**src/rtl/core/afb_pkg.sv**
```systemverilog
// ----------------------------------------------------------------------------
// afb_pkg
// Request and result types and the fixed bytes of the API frame layout.
// ----------------------------------------------------------------------------
package afb_pkg;

	// request codes
	localparam logic [1:0] REQ_START = 2'd0;
	localparam logic [1:0] REQ_CONT  = 2'd1;
	localparam logic [1:0] REQ_CMD   = 2'd2;
	localparam logic [1:0] REQ_NONE  = 2'd3;

	// parameter selector codes
	localparam logic [1:0] PSEL_04    = 2'd0;
	localparam logic [1:0] PSEL_05    = 2'd1;
	localparam logic [1:0] PSEL_NONE  = 2'd2;
	localparam logic [1:0] PSEL_SPARE = 2'd3;

	localparam logic [7:0] MAX_PAYLOAD = 8'd255;

	// frame bytes
	localparam logic [7:0] SOF_BYTE      = 8'h7E;
	localparam logic [7:0] TYPE_TX       = 8'h10;
	localparam logic [7:0] TYPE_REMOTE   = 8'h17;
	localparam logic [7:0] NET_HI_BYTE   = 8'hFF;
	localparam logic [7:0] NET_LO_BYTE   = 8'hFE;
	localparam logic [7:0] CMD_OPTIONS   = 8'h02;
	localparam logic [7:0] PARAM_04      = 8'h04;
	localparam logic [7:0] PARAM_05      = 8'h05;
	localparam logic [7:0] CSUM_BASE     = 8'hFF;
	localparam logic [8:0] TX_LEN_BASE   = 9'd14;
	localparam logic [8:0] CMD_LEN_PARAM = 9'h010;
	localparam logic [8:0] CMD_LEN_NONE  = 9'h00F;
	localparam logic [7:0] FRAME_ID_RST  = 8'h01;

	// byte positions inside a header
	localparam int unsigned POS_W = 5;
	localparam logic [POS_W-1:0] POS_SOF    = 5'd0;
	localparam logic [POS_W-1:0] POS_LEN_HI = 5'd1;
	localparam logic [POS_W-1:0] POS_LEN_LO = 5'd2;
	localparam logic [POS_W-1:0] POS_TYPE   = 5'd3;
	localparam logic [POS_W-1:0] POS_FID    = 5'd4;
	localparam logic [POS_W-1:0] POS_ADDR0  = 5'd5;
	localparam logic [POS_W-1:0] POS_ADDR7  = 5'd12;
	localparam logic [POS_W-1:0] POS_NET_HI = 5'd13;
	localparam logic [POS_W-1:0] POS_NET_LO = 5'd14;
	localparam logic [POS_W-1:0] POS_B15    = 5'd15;
	localparam logic [POS_W-1:0] POS_B16    = 5'd16;
	localparam logic [POS_W-1:0] POS_B17    = 5'd17;
	localparam logic [POS_W-1:0] POS_B18    = 5'd18;
	localparam logic [POS_W-1:0] POS_B19    = 5'd19;

	// register addresses
	localparam logic [0:0] REG_FRAME_ID = 1'b0;

	typedef struct packed {
		logic [1:0]  req_type;
		logic [63:0] dest_addr;
		logic [7:0]  payload_len;
		logic [7:0]  data_byte;
		logic [15:0] command_word;
		logic [1:0]  param_sel;
	} req_t;

	typedef struct packed {
		logic [7:0] out_byte;
		logic       frame_end;
		logic       status;
		logic       last;
	} rsp_t;

endpackage

```
**src/rtl/core/api_frame_builder.sv**
```systemverilog
// ----------------------------------------------------------------------------
// api_frame_builder
// Serializes transmit and remote-command API frames into a checksummed
// byte stream, one byte per result.
// ----------------------------------------------------------------------------
//
//  channel  | signals                            | dir | content
//  ---------+------------------------------------+-----+------------------------
//  request  | req_valid, req_ready, req_data     | in  | afb_pkg::req_t
//  result   | rsp_valid, rsp_ready, rsp_data     | out | afb_pkg::rsp_t, one byte
//  config   | psel penable pwrite paddr pwdata   | in  | frame_id at address 0
//           | prdata pready                      | out |
//
// A request is held in the item register and, unless the result stalls,
// one frame byte per cycle goes to the result register. A request has 1
// or 2 bytes for a continuation, up to 19 for a transmit start and 19 or
// 20 for a remote command. The next request is taken on the cycle its
// predecessor's last byte moves out. A stalled result holds both registers.
// Reset clears the frame state and sets frame_id to 1.
module api_frame_builder (
	input  logic               clk,
	input  logic               arst_n,
	input  logic               req_valid,
	output logic               req_ready,
	input  afb_pkg::req_t      req_data,
	output logic               rsp_valid,
	input  logic               rsp_ready,
	output afb_pkg::rsp_t      rsp_data,
	input  logic               psel,
	input  logic               penable,
	input  logic               pwrite,
	input  logic [2:0]         paddr,
	input  logic [31:0]        pwdata,
	output logic [31:0]        prdata,
	output logic               pready
);

	afb_pkg::req_t                 item_q;
	logic                          item_vld_q;
	logic [afb_pkg::POS_W-1:0]     pos_q;
	logic [7:0]                    frame_id_q;
	logic [7:0]                    running_sum_q;
	logic [7:0]                    bytes_left_q;
	logic                          frame_open_q;
	logic                          rsp_vld_q;
	afb_pkg::rsp_t                 rsp_q;

	logic                          adv;
	afb_pkg::rsp_t                 byte_d;
	logic                          is_data;
	logic [7:0]                    plen_sat;
	logic                          has_param;
	logic [8:0]                    frame_len;
	logic [2:0]                    lane;
	logic [7:0]                    csum;
	logic [7:0]                    sum_base;

	// configuration port
	assign pready = 1'b1;
	assign prdata = (paddr[2] == afb_pkg::REG_FRAME_ID) ? {24'd0, frame_id_q} : 32'd0;

	always_ff @(posedge clk or negedge arst_n) begin
		if (!arst_n) begin
			frame_id_q <= afb_pkg::FRAME_ID_RST;
		end else if (psel && penable && pwrite && paddr[2] == afb_pkg::REG_FRAME_ID) begin
			frame_id_q <= pwdata[7:0];
		end
	end

	assign adv       = item_vld_q && (!rsp_vld_q || rsp_ready);
	assign req_ready = !item_vld_q || (adv && byte_d.last);
	assign rsp_valid = rsp_vld_q;
	assign rsp_data  = rsp_q;

	assign plen_sat  = (item_q.payload_len > afb_pkg::MAX_PAYLOAD) ?
		afb_pkg::MAX_PAYLOAD : item_q.payload_len;
	assign has_param = (item_q.param_sel == afb_pkg::PSEL_04) ||
		(item_q.param_sel == afb_pkg::PSEL_05);
	assign frame_len = (item_q.req_type == afb_pkg::REQ_START) ?
		({1'b0, plen_sat} + afb_pkg::TX_LEN_BASE) :
		(has_param ? afb_pkg::CMD_LEN_PARAM : afb_pkg::CMD_LEN_NONE);
	// destination goes out most significant byte first
	assign lane      = 3'(afb_pkg::POS_ADDR7 - pos_q);
	assign csum      = afb_pkg::CSUM_BASE - running_sum_q;
	assign sum_base  = (pos_q == afb_pkg::POS_TYPE &&
		item_q.req_type != afb_pkg::REQ_CONT) ? 8'd0 : running_sum_q;

	// byte selection for the current position
	always_comb begin
		byte_d  = '0;
		is_data = 1'b0;
		if (item_q.req_type == afb_pkg::REQ_CONT) begin
			if (!frame_open_q) begin
				byte_d.status = 1'b1;
				byte_d.last   = 1'b1;
			end else if (pos_q == afb_pkg::POS_SOF) begin
				byte_d.out_byte = item_q.data_byte;
				byte_d.last     = (bytes_left_q == 8'd1) ? 1'b0 : 1'b1;
				is_data         = 1'b1;
			end else begin
				byte_d.out_byte  = csum;
				byte_d.frame_end = 1'b1;
				byte_d.last      = 1'b1;
			end
		end else if (pos_q <= afb_pkg::POS_NET_LO) begin
			is_data = (pos_q >= afb_pkg::POS_TYPE);
			if (pos_q == afb_pkg::POS_SOF) begin
				byte_d.out_byte = afb_pkg::SOF_BYTE;
			end else if (pos_q == afb_pkg::POS_LEN_HI) begin
				byte_d.out_byte = {7'd0, frame_len[8]};
			end else if (pos_q == afb_pkg::POS_LEN_LO) begin
				byte_d.out_byte = frame_len[7:0];
			end else if (pos_q == afb_pkg::POS_TYPE) begin
				byte_d.out_byte = (item_q.req_type == afb_pkg::REQ_START) ?
					afb_pkg::TYPE_TX : afb_pkg::TYPE_REMOTE;
			end else if (pos_q == afb_pkg::POS_FID) begin
				byte_d.out_byte = frame_id_q;
			end else if (pos_q <= afb_pkg::POS_ADDR7) begin
				byte_d.out_byte = item_q.dest_addr[{lane, 3'b000} +: 8];
			end else if (pos_q == afb_pkg::POS_NET_HI) begin
				byte_d.out_byte = afb_pkg::NET_HI_BYTE;
			end else begin
				byte_d.out_byte = afb_pkg::NET_LO_BYTE;
			end
		end else if (item_q.req_type == afb_pkg::REQ_START) begin
			priority if (pos_q == afb_pkg::POS_B15 || pos_q == afb_pkg::POS_B16) begin
				is_data = 1'b1;
			end else if (pos_q == afb_pkg::POS_B17 && plen_sat != 8'd0) begin
				byte_d.out_byte = item_q.data_byte;
				byte_d.last     = (plen_sat == 8'd1) ? 1'b0 : 1'b1;
				is_data         = 1'b1;
			end else begin
				byte_d.out_byte  = csum;
				byte_d.frame_end = 1'b1;
				byte_d.last      = 1'b1;
			end
		end else begin
			priority if (pos_q == afb_pkg::POS_B15) begin
				byte_d.out_byte = afb_pkg::CMD_OPTIONS;
				is_data         = 1'b1;
			end else if (pos_q == afb_pkg::POS_B16) begin
				byte_d.out_byte = item_q.command_word[15:8];
				is_data         = 1'b1;
			end else if (pos_q == afb_pkg::POS_B17) begin
				byte_d.out_byte = item_q.command_word[7:0];
				is_data         = 1'b1;
			end else if (pos_q == afb_pkg::POS_B18 && has_param) begin
				byte_d.out_byte = (item_q.param_sel == afb_pkg::PSEL_04) ?
					afb_pkg::PARAM_04 : afb_pkg::PARAM_05;
				is_data         = 1'b1;
			end else begin
				byte_d.out_byte  = csum;
				byte_d.frame_end = 1'b1;
				byte_d.last      = 1'b1;
			end
		end
	end

	// item register and byte position
	always_ff @(posedge clk or negedge arst_n) begin
		if (!arst_n) begin
			item_vld_q <= 1'b0;
			pos_q      <= '0;
		end else if (req_valid && req_ready) begin
			item_vld_q <= (req_data.req_type != afb_pkg::REQ_NONE);
			pos_q      <= '0;
		end else if (adv) begin
			if (byte_d.last) begin
				item_vld_q <= 1'b0;
			end else begin
				pos_q <= pos_q + 1'b1;
			end
		end
	end

	always_ff @(posedge clk) begin
		if (req_valid && req_ready) begin
			item_q <= req_data;
		end
	end

	// frame state, updated as bytes leave
	always_ff @(posedge clk or negedge arst_n) begin
		if (!arst_n) begin
			running_sum_q <= '0;
			bytes_left_q  <= '0;
			frame_open_q  <= 1'b0;
		end else if (adv) begin
			if (is_data) begin
				running_sum_q <= sum_base + byte_d.out_byte;
			end
			if (byte_d.last) begin
				unique case (item_q.req_type)
					afb_pkg::REQ_START: begin
						if (plen_sat > 8'd1) begin
							bytes_left_q <= plen_sat - 8'd1;
							frame_open_q <= 1'b1;
						end else begin
							frame_open_q <= 1'b0;
						end
					end
					afb_pkg::REQ_CONT: begin
						if (frame_open_q) begin
							bytes_left_q <= bytes_left_q - 8'd1;
							frame_open_q <= (bytes_left_q != 8'd1);
						end
					end
					afb_pkg::REQ_CMD: begin
						bytes_left_q <= '0;
						frame_open_q <= 1'b0;
					end
					default: begin
						frame_open_q <= frame_open_q;
					end
				endcase
			end
		end
	end

	// result register
	always_ff @(posedge clk or negedge arst_n) begin
		if (!arst_n) begin
			rsp_vld_q <= 1'b0;
		end else if (adv) begin
			rsp_vld_q <= 1'b1;
		end else if (rsp_ready) begin
			rsp_vld_q <= 1'b0;
		end
	end

	always_ff @(posedge clk) begin
		if (adv) begin
			rsp_q <= byte_d;
		end
	end

	a_pos_range: assert property (@(posedge clk) disable iff (!arst_n)
		item_vld_q |-> pos_q <= afb_pkg::POS_B19)
		else $error("byte position past end of frame");

	a_end_is_last: assert property (@(posedge clk) disable iff (!arst_n)
		rsp_vld_q && rsp_q.frame_end |-> rsp_q.last)
		else $error("checksum byte not marked last");

	a_open_has_bytes: assert property (@(posedge clk) disable iff (!arst_n)
		frame_open_q |-> bytes_left_q != 8'd0)
		else $error("open frame with no bytes left");

	a_status_drop: assert property (@(posedge clk) disable iff (!arst_n)
		rsp_vld_q && rsp_q.status |-> rsp_q.last && rsp_q.out_byte == 8'd0 &&
			!rsp_q.frame_end)
		else $error("dropped continuation result malformed");

	a_take_after_last: assert property (@(posedge clk) disable iff (!arst_n)
		item_vld_q && req_ready |-> adv && byte_d.last)
		else $error("request taken while item still in progress");

endmodule
```
**config.mk**
```make
export PLATFORM = sky130hd
export DESIGN_NAME = api_frame_builder
export DESIGN_NICKNAME = d
export VERILOG_FILES = /design/src/rtl/core/afb_pkg.sv /design/src/rtl/core/api_frame_builder.sv
export SDC_FILE = /design/constraint.sdc
export NUM_CORES = 1
export LEC_CHECK = 0
export BUFFER_PORTS_ARGS = -buffer_cell sky130_fd_sc_hd__clkbuf_2
export CAP_MARGIN = 5
export CORE_MARGIN = 3
export CORE_UTILIZATION = 49
export DETAILED_ROUTE_END_ITERATION = 10
export GPL_TIMING_DRIVEN = 0
export PLACE_DENSITY = 0.83
export SLEW_MARGIN = 20
export SYNTH_ARGS = -nofsm -noshare
export SYNTH_HDL_FRONTEND = slang
export SYNTH_SLANG_ARGS = --single-unit
```
**constraint.sdc**
```tcl
create_clock -name clk -period 7.8 [get_ports clk]
set_clock_uncertainty 0.05 [all_clocks]
set_input_delay 0.78 -clock clk [delete_from_list [all_inputs] [get_ports clk]]
set_output_delay 0.78 -clock clk [all_outputs]
set_load 0.02 [all_outputs]
```
Yosys cells after proc, flatten, opt, wreduce, memory -nomap -nowiden
Cells that the tools add are included.
- register bits after elaboration: 143
- input port bits: 142
- output and inout bits: 46
- word-level logic and storage cells: 146
- add/subtract/negate cells: 7
- $lt $le $gt $ge: 5
- equality and inequality tests: 20
- shift operators: 1
- muxes and demuxes: 67
- bitwise logic cells: 1
- reductions and logical operators: 28
- operator list (kind ; count):
    two-way mux 8 bit ; 18
    indexed part select 64 x 7 -> 8 bit ; 1
    two-way mux 9 bit ; 5
    two-way mux 1 bit ; 37
    case mux 8 bit (3 select lines) ; 1
    two-way mux 5 bit ; 4
    equality test 8 x 1 -> 1 bit, second input constant ; 2
    subtractor 8 x 1 -> 8 bit, second input constant ; 2
    equality test 5 bit, second input constant ; 3
    equality test 5 x 2 -> 1 bit, second input constant ; 2
    equality test 5 x 4 -> 1 bit, second input constant ; 2
    <= comparator 5 x 4 -> 1 bit, second input constant ; 2
    adder 8 x 4 -> 9 bit, second input constant ; 1
    logical AND 1 bit ; 9
    adder 8 bit ; 1
    greater-than comparator 8 x 1 -> 1 bit, second input constant ; 1
    greater-than comparator 8 bit, second input constant ; 1
    inequality test 8 x 1 -> 1 bit, second input constant ; 1
    nonzero test 8 bit ; 1
    subtractor 8 bit, first input constant ; 1
    inequality test 2 x 1 -> 1 bit, second input constant ; 3
    AND reduction 2 bit ; 3
    nonzero test 2 bit ; 3
    adder 5 x 1 -> 5 bit, second input constant ; 1
    other kinds (17) ; 24

Depth between registers and ports, before layout
- depth after elaboration: 15
- mapped depth: 21
- gate-level depth less buffers: 18

Worst setup path before layout
No wires, ideal clock.
- path kind: register to register
- start point: reg pos_q[0] in the netlist's numbering
- end point: reg item_q[0] in the netlist's numbering (enable)
- library setup time: 571 ps
- arrival: 6847 ps
- required time: 7179 ps
- path slack: 332 ps
- cell stages (with the launch flop): 12
- buffers on the path: 2
- period minus slack after synthesis: 7468 ps
- cells stage by stage: dfrtp_1 -> buf_2 -> buf_2 -> inv_1 -> ha_1 -> nand4b_1 -> a21oi_2 -> nand3_1 -> o21a_2 -> inv_1 -> a21oi_1 -> nor2b_1
- RTL lines (item ; line ; text):
    from (decl) ; api_frame_builder.sv:40 ; logic [afb_pkg::POS_W-1:0] pos_q;
    from (signal assigned) ; api_frame_builder.sv:171 ; pos_q <= pos_q + 1'b1;
    to (signal assigned) ; api_frame_builder.sv:178 ; item_q <= req_data;
    to (decl) ; api_frame_builder.sv:38 ; afb_pkg::req_t item_q;

==> metrics.yaml <==
slew_viol_final: 0
cp-end-kind: "flop"
synth_area_per_cell_um2: 12.3
grt_setup_unrepaired: "false"
drive_gt1_share_pct: 32.5
synth.lib_cells_used.distinct: 79
antennaDiodeCount: 0
vdd.ir_drop.worst_uv: 238
holdWs_ns: 0.404
status: "finished, final reports clean"
area.growth.synth_to_final_pct: 22.6
kind_of_cell_with_the_highest_combined_delay_on_the_critical_path: "buffers and inverters"
worst_slew_pin_slew_ns: 0.869
crit_path_top_delay_cell: "sky130_fd_sc_hd__or4b_1"
powerDensity_mw_per_mm2: 348
fp.coreArea_mm2: 0.0147
maxSlewHeadroom_pct: 41.4
cts_buffers: 17
clkTransAtPathRegs_ns: 0.06
yosys_warnings: 0
finalWorstPathRequiredPeriod_ns: 5.66
synth_seq_area_share_pct: 55.5
non_filler_cells_final: 984
worstPathBufferInverterCount: 5
floorplan.die.width_um: 129
avgRoutedWirePerCell_um: 18.1
first_pass_iters: 6
pin_count: 188
io_buffers: 136
aggregate_global_routing_overflow: 0
route.antenna.remaining_nets: 0
leakage_nw: 3.74
grt_first_pass_wirelength_mm: 28.9
timing.final.hold_violations: 0
f_max_mhz: 177
swShare_pct: 37.6
timing.critical_path.slowest_cell_delay_ns: 0.52
dpl_worst_slack_ns: 2.13
min_path_type: "in2async"
critPathLaunchType: "flop"
cts-root-buf: "sky130_fd_sc_hd__clkbuf_16"
list_of_cells_traversed_by_the_critical_path: "buf_2 > buf_2 > inv_1 > ha_1 > clkbuf_1 > buf_1 > mux4_2 > mux2i_1 > a22oi_1 > o221ai_1 > a221o_1 > o21ai_0 > ha_1 > a211oi_1 > o21ai_0 > o211ai_1 > nor4_1 > or4b_1 > nand4_1"
cp.required_ns: 8.11
ws_path_type: "reg2reg"
die_y_um: 129
post-route-period-util_pct: 72.5
postSynth.topFlopCell: "sky130_fd_sc_hd__edfxtp_1"
crit_fanout: 10
dpl-instance-area_mm2: 0.00858
clockPowerShare_pct: 24.1
worstPathArrival_ns: 5.97
synth.cell_area_mm2: 0.00745
synth.ff_latch_count: 143
postSynth.asyncResetShare_pct: 22.4
placement_rows: 44
grt_max_degree: 33
route.final.wire_length_mm: 17.8
mostFrequentLayoutCell: "sky130_fd_sc_hd__clkbuf_2"
power.switching_mw: 1.20
cts_max_level: 4
pwr-share-seq_pct: 33.5
final_cell_mix: "136 x sky130_fd_sc_hd__clkbuf_2, 111 x sky130_fd_sc_hd__edfxtp_1, 46 x sky130_fd_sc_hd__nand2_1"
tritoncts: "yes"
clock_insertion_delay_worst_skew_ns: 0.43
synthDominantAreaCellType: "sky130_fd_sc_hd__edfxtp_1"
max_cap_viol_count: 0
post_route_setup_slack_ns: 2.14
syn-instance-count: 604
drc: 0
clock-sinks: 143
timing.final.setup_violations: 0
globalRouteTotalUtil_pct: 22.5
die-area_mm2: 0.0167
dp.final_hpwl_mm: 13.4
cts.repair.resized: 0
yosysTopAreaCellShare_pct: 44.7
cts_hold_fix_bufs: 0
cell_total_after_placement: 952
initial_core_utilization_pct: 50.7
antenna_found_initial: 0
synthTopCellsByArea: "sky130_fd_sc_hd__edfxtp_1 45%, sky130_fd_sc_hd__dfrtp_1 10%, sky130_fd_sc_hd__mux4_2 4.8%"
dr.first_iter.drc_count: 514
globalplace.congestion: 0.926
post-cts-setup-buffer-count: 0
clock_path_buffers: 2
via_per_inst: 5.74
synth-edff-count: 111
route.vias.total: 5653
fin_area_mm2: 0.00914
layout.nets: 950
intPower_mw: 1.99
fin_setup_tns_ns: 0
comb_power_share_pct: 42.4
grt_pass1_vias: 5691
==> flip-flops by register name (all words and copies together) (netlist names) <==
name / flops
frame_id_q: 8
pos_q: 5
rsp_data: 11
item_q: 100
bytes_left_q: 8
running_sum_q: 8
rsp_valid: 1
item_vld_q: 1
frame_open_q: 1
==> layer usage <==
layer	part of all wire, %	track usage, %
met2	50	37.4
met3	9.0	6.31
met1	38	27.5
met5	0	0
met4	3.0	9.82
==> power groups by stage <==
| stage | Sequential [mW] | Combinational, mW | Clock (mW) |
|---|---|---|---|
| final | 1.07 | 1.35 | 0.767 |
| after global routing | 1.08 | 1.48 | 0.812 |
| after CTS | 1.07 | 1.33 | 0.780 |
| after detailed placement | 1.08 | 1.32 | 0 |
| after global placement | 1.08 | 1.26 | 0 |
| after floorplan | 1.08 | 0.946 | 0 |
==> worst register-to-register path: stages (launching register included) <==
cell                       delay (ns)
sky130_fd_sc_hd__dfrtp_1         0.43
sky130_fd_sc_hd__buf_2           0.34
sky130_fd_sc_hd__buf_2           0.38
sky130_fd_sc_hd__inv_1           0.16
sky130_fd_sc_hd__ha_1            0.30
sky130_fd_sc_hd__clkbuf_1        0.36
sky130_fd_sc_hd__buf_1           0.50
sky130_fd_sc_hd__mux4_2          0.39
sky130_fd_sc_hd__mux2i_1         0.23
sky130_fd_sc_hd__a22oi_1         0.15
sky130_fd_sc_hd__o221ai_1        0.29
sky130_fd_sc_hd__a221o_1         0.20
sky130_fd_sc_hd__o21ai_0         0.14
sky130_fd_sc_hd__ha_1            0.39
sky130_fd_sc_hd__a211oi_1        0.27
sky130_fd_sc_hd__o21ai_0         0.13
sky130_fd_sc_hd__o211ai_1        0.17
sky130_fd_sc_hd__nor4_1          0.11
sky130_fd_sc_hd__or4b_1          0.52
sky130_fd_sc_hd__nand4_1         0.08
==> cells in the mapped netlist (4+ instances only) <==
cell and count:
sky130_fd_sc_hd__xnor2_1 10, sky130_fd_sc_hd__edfxtp_1 111, sky130_fd_sc_hd__buf_4 28, sky130_fd_sc_hd__a31oi_1 6, sky130_fd_sc_hd__nor2_1 26, sky130_fd_sc_hd__or3_1 5, sky130_fd_sc_hd__nand3_1 11, sky130_fd_sc_hd__inv_1 22
sky130_fd_sc_hd__a22o_1 7, sky130_fd_sc_hd__nor3_1 11, sky130_fd_sc_hd__o21ai_0 41, sky130_fd_sc_hd__a21oi_1 27, sky130_fd_sc_hd__buf_2 8, sky130_fd_sc_hd__nor4_1 6, sky130_fd_sc_hd__clkbuf_1 11, sky130_fd_sc_hd__dfrtp_1 31
sky130_fd_sc_hd__mux2_2 13, sky130_fd_sc_hd__mux2i_1 9, sky130_fd_sc_hd__o22ai_1 11, sky130_fd_sc_hd__a21o_1 6, sky130_fd_sc_hd__nor2b_1 21, sky130_fd_sc_hd__mux4_2 16, sky130_fd_sc_hd__nand2_1 46, sky130_fd_sc_hd__a22oi_1 6
sky130_fd_sc_hd__ha_1 20, sky130_fd_sc_hd__o211ai_1 16, sky130_fd_sc_hd__nand2b_1 4
==> worst paths after layout <==
path                            slack (ns)  depth (start not counted)                            to                   startpoint
worst min register to register        0.45                          1   bytes_left_q[6]$_DFFE_PN0P_  bytes_left_q[6]$_DFFE_PN0P_
worst max-delay path                  2.14                         19  running_sum_q[7]$_DFFE_PN0P_         pos_q[0]$_DFFE_PN0P_
worst min-delay path                  0.40                          1      frame_open_q$_DFFE_PN0P_                       arst_n
min in group clk                      0.45                          1   bytes_left_q[6]$_DFFE_PN0P_  bytes_left_q[6]$_DFFE_PN0P_
max in group asynchronous             6.76                          1          pos_q[0]$_DFFE_PN0P_                       arst_n
worst max register to register        2.14                         19  running_sum_q[7]$_DFFE_PN0P_         pos_q[0]$_DFFE_PN0P_
==> area by class of cell <==
type                       instances  area [µm²]
sequential                       143        4140
tap                              184         230
timing repair buffer             141         796
buffer                            50         318
clock buffer                      17         425
inverter                          23        86.3
fill                            1140        5560
multi-input combinational        411        3020
clock inverter                    15         135
==> metrics by stage <==
step	utilization, %	power, mW
final	62.2	3.18
after floorplan	-	2.03
after detailed placement	58.4	2.39
after global routing	62.2	3.38
after global placement	57.5	2.35
after CTS	62.2	3.18
==> kinds of logic after synthesis <==
family	Yosys count	synth area share, %
buffers and inverters	73	5.42
adder cells (fa/ha/maj)	21	3.63
multiplexers	38	8.01
AO/OA/AOI/OAI	156	14.2
flip-flops	143	55.5
AND/OR/NAND/NOR	157	11.4
other	2	0.101
XOR/XNOR	14	1.75
(Power assumes the default switching activity.)
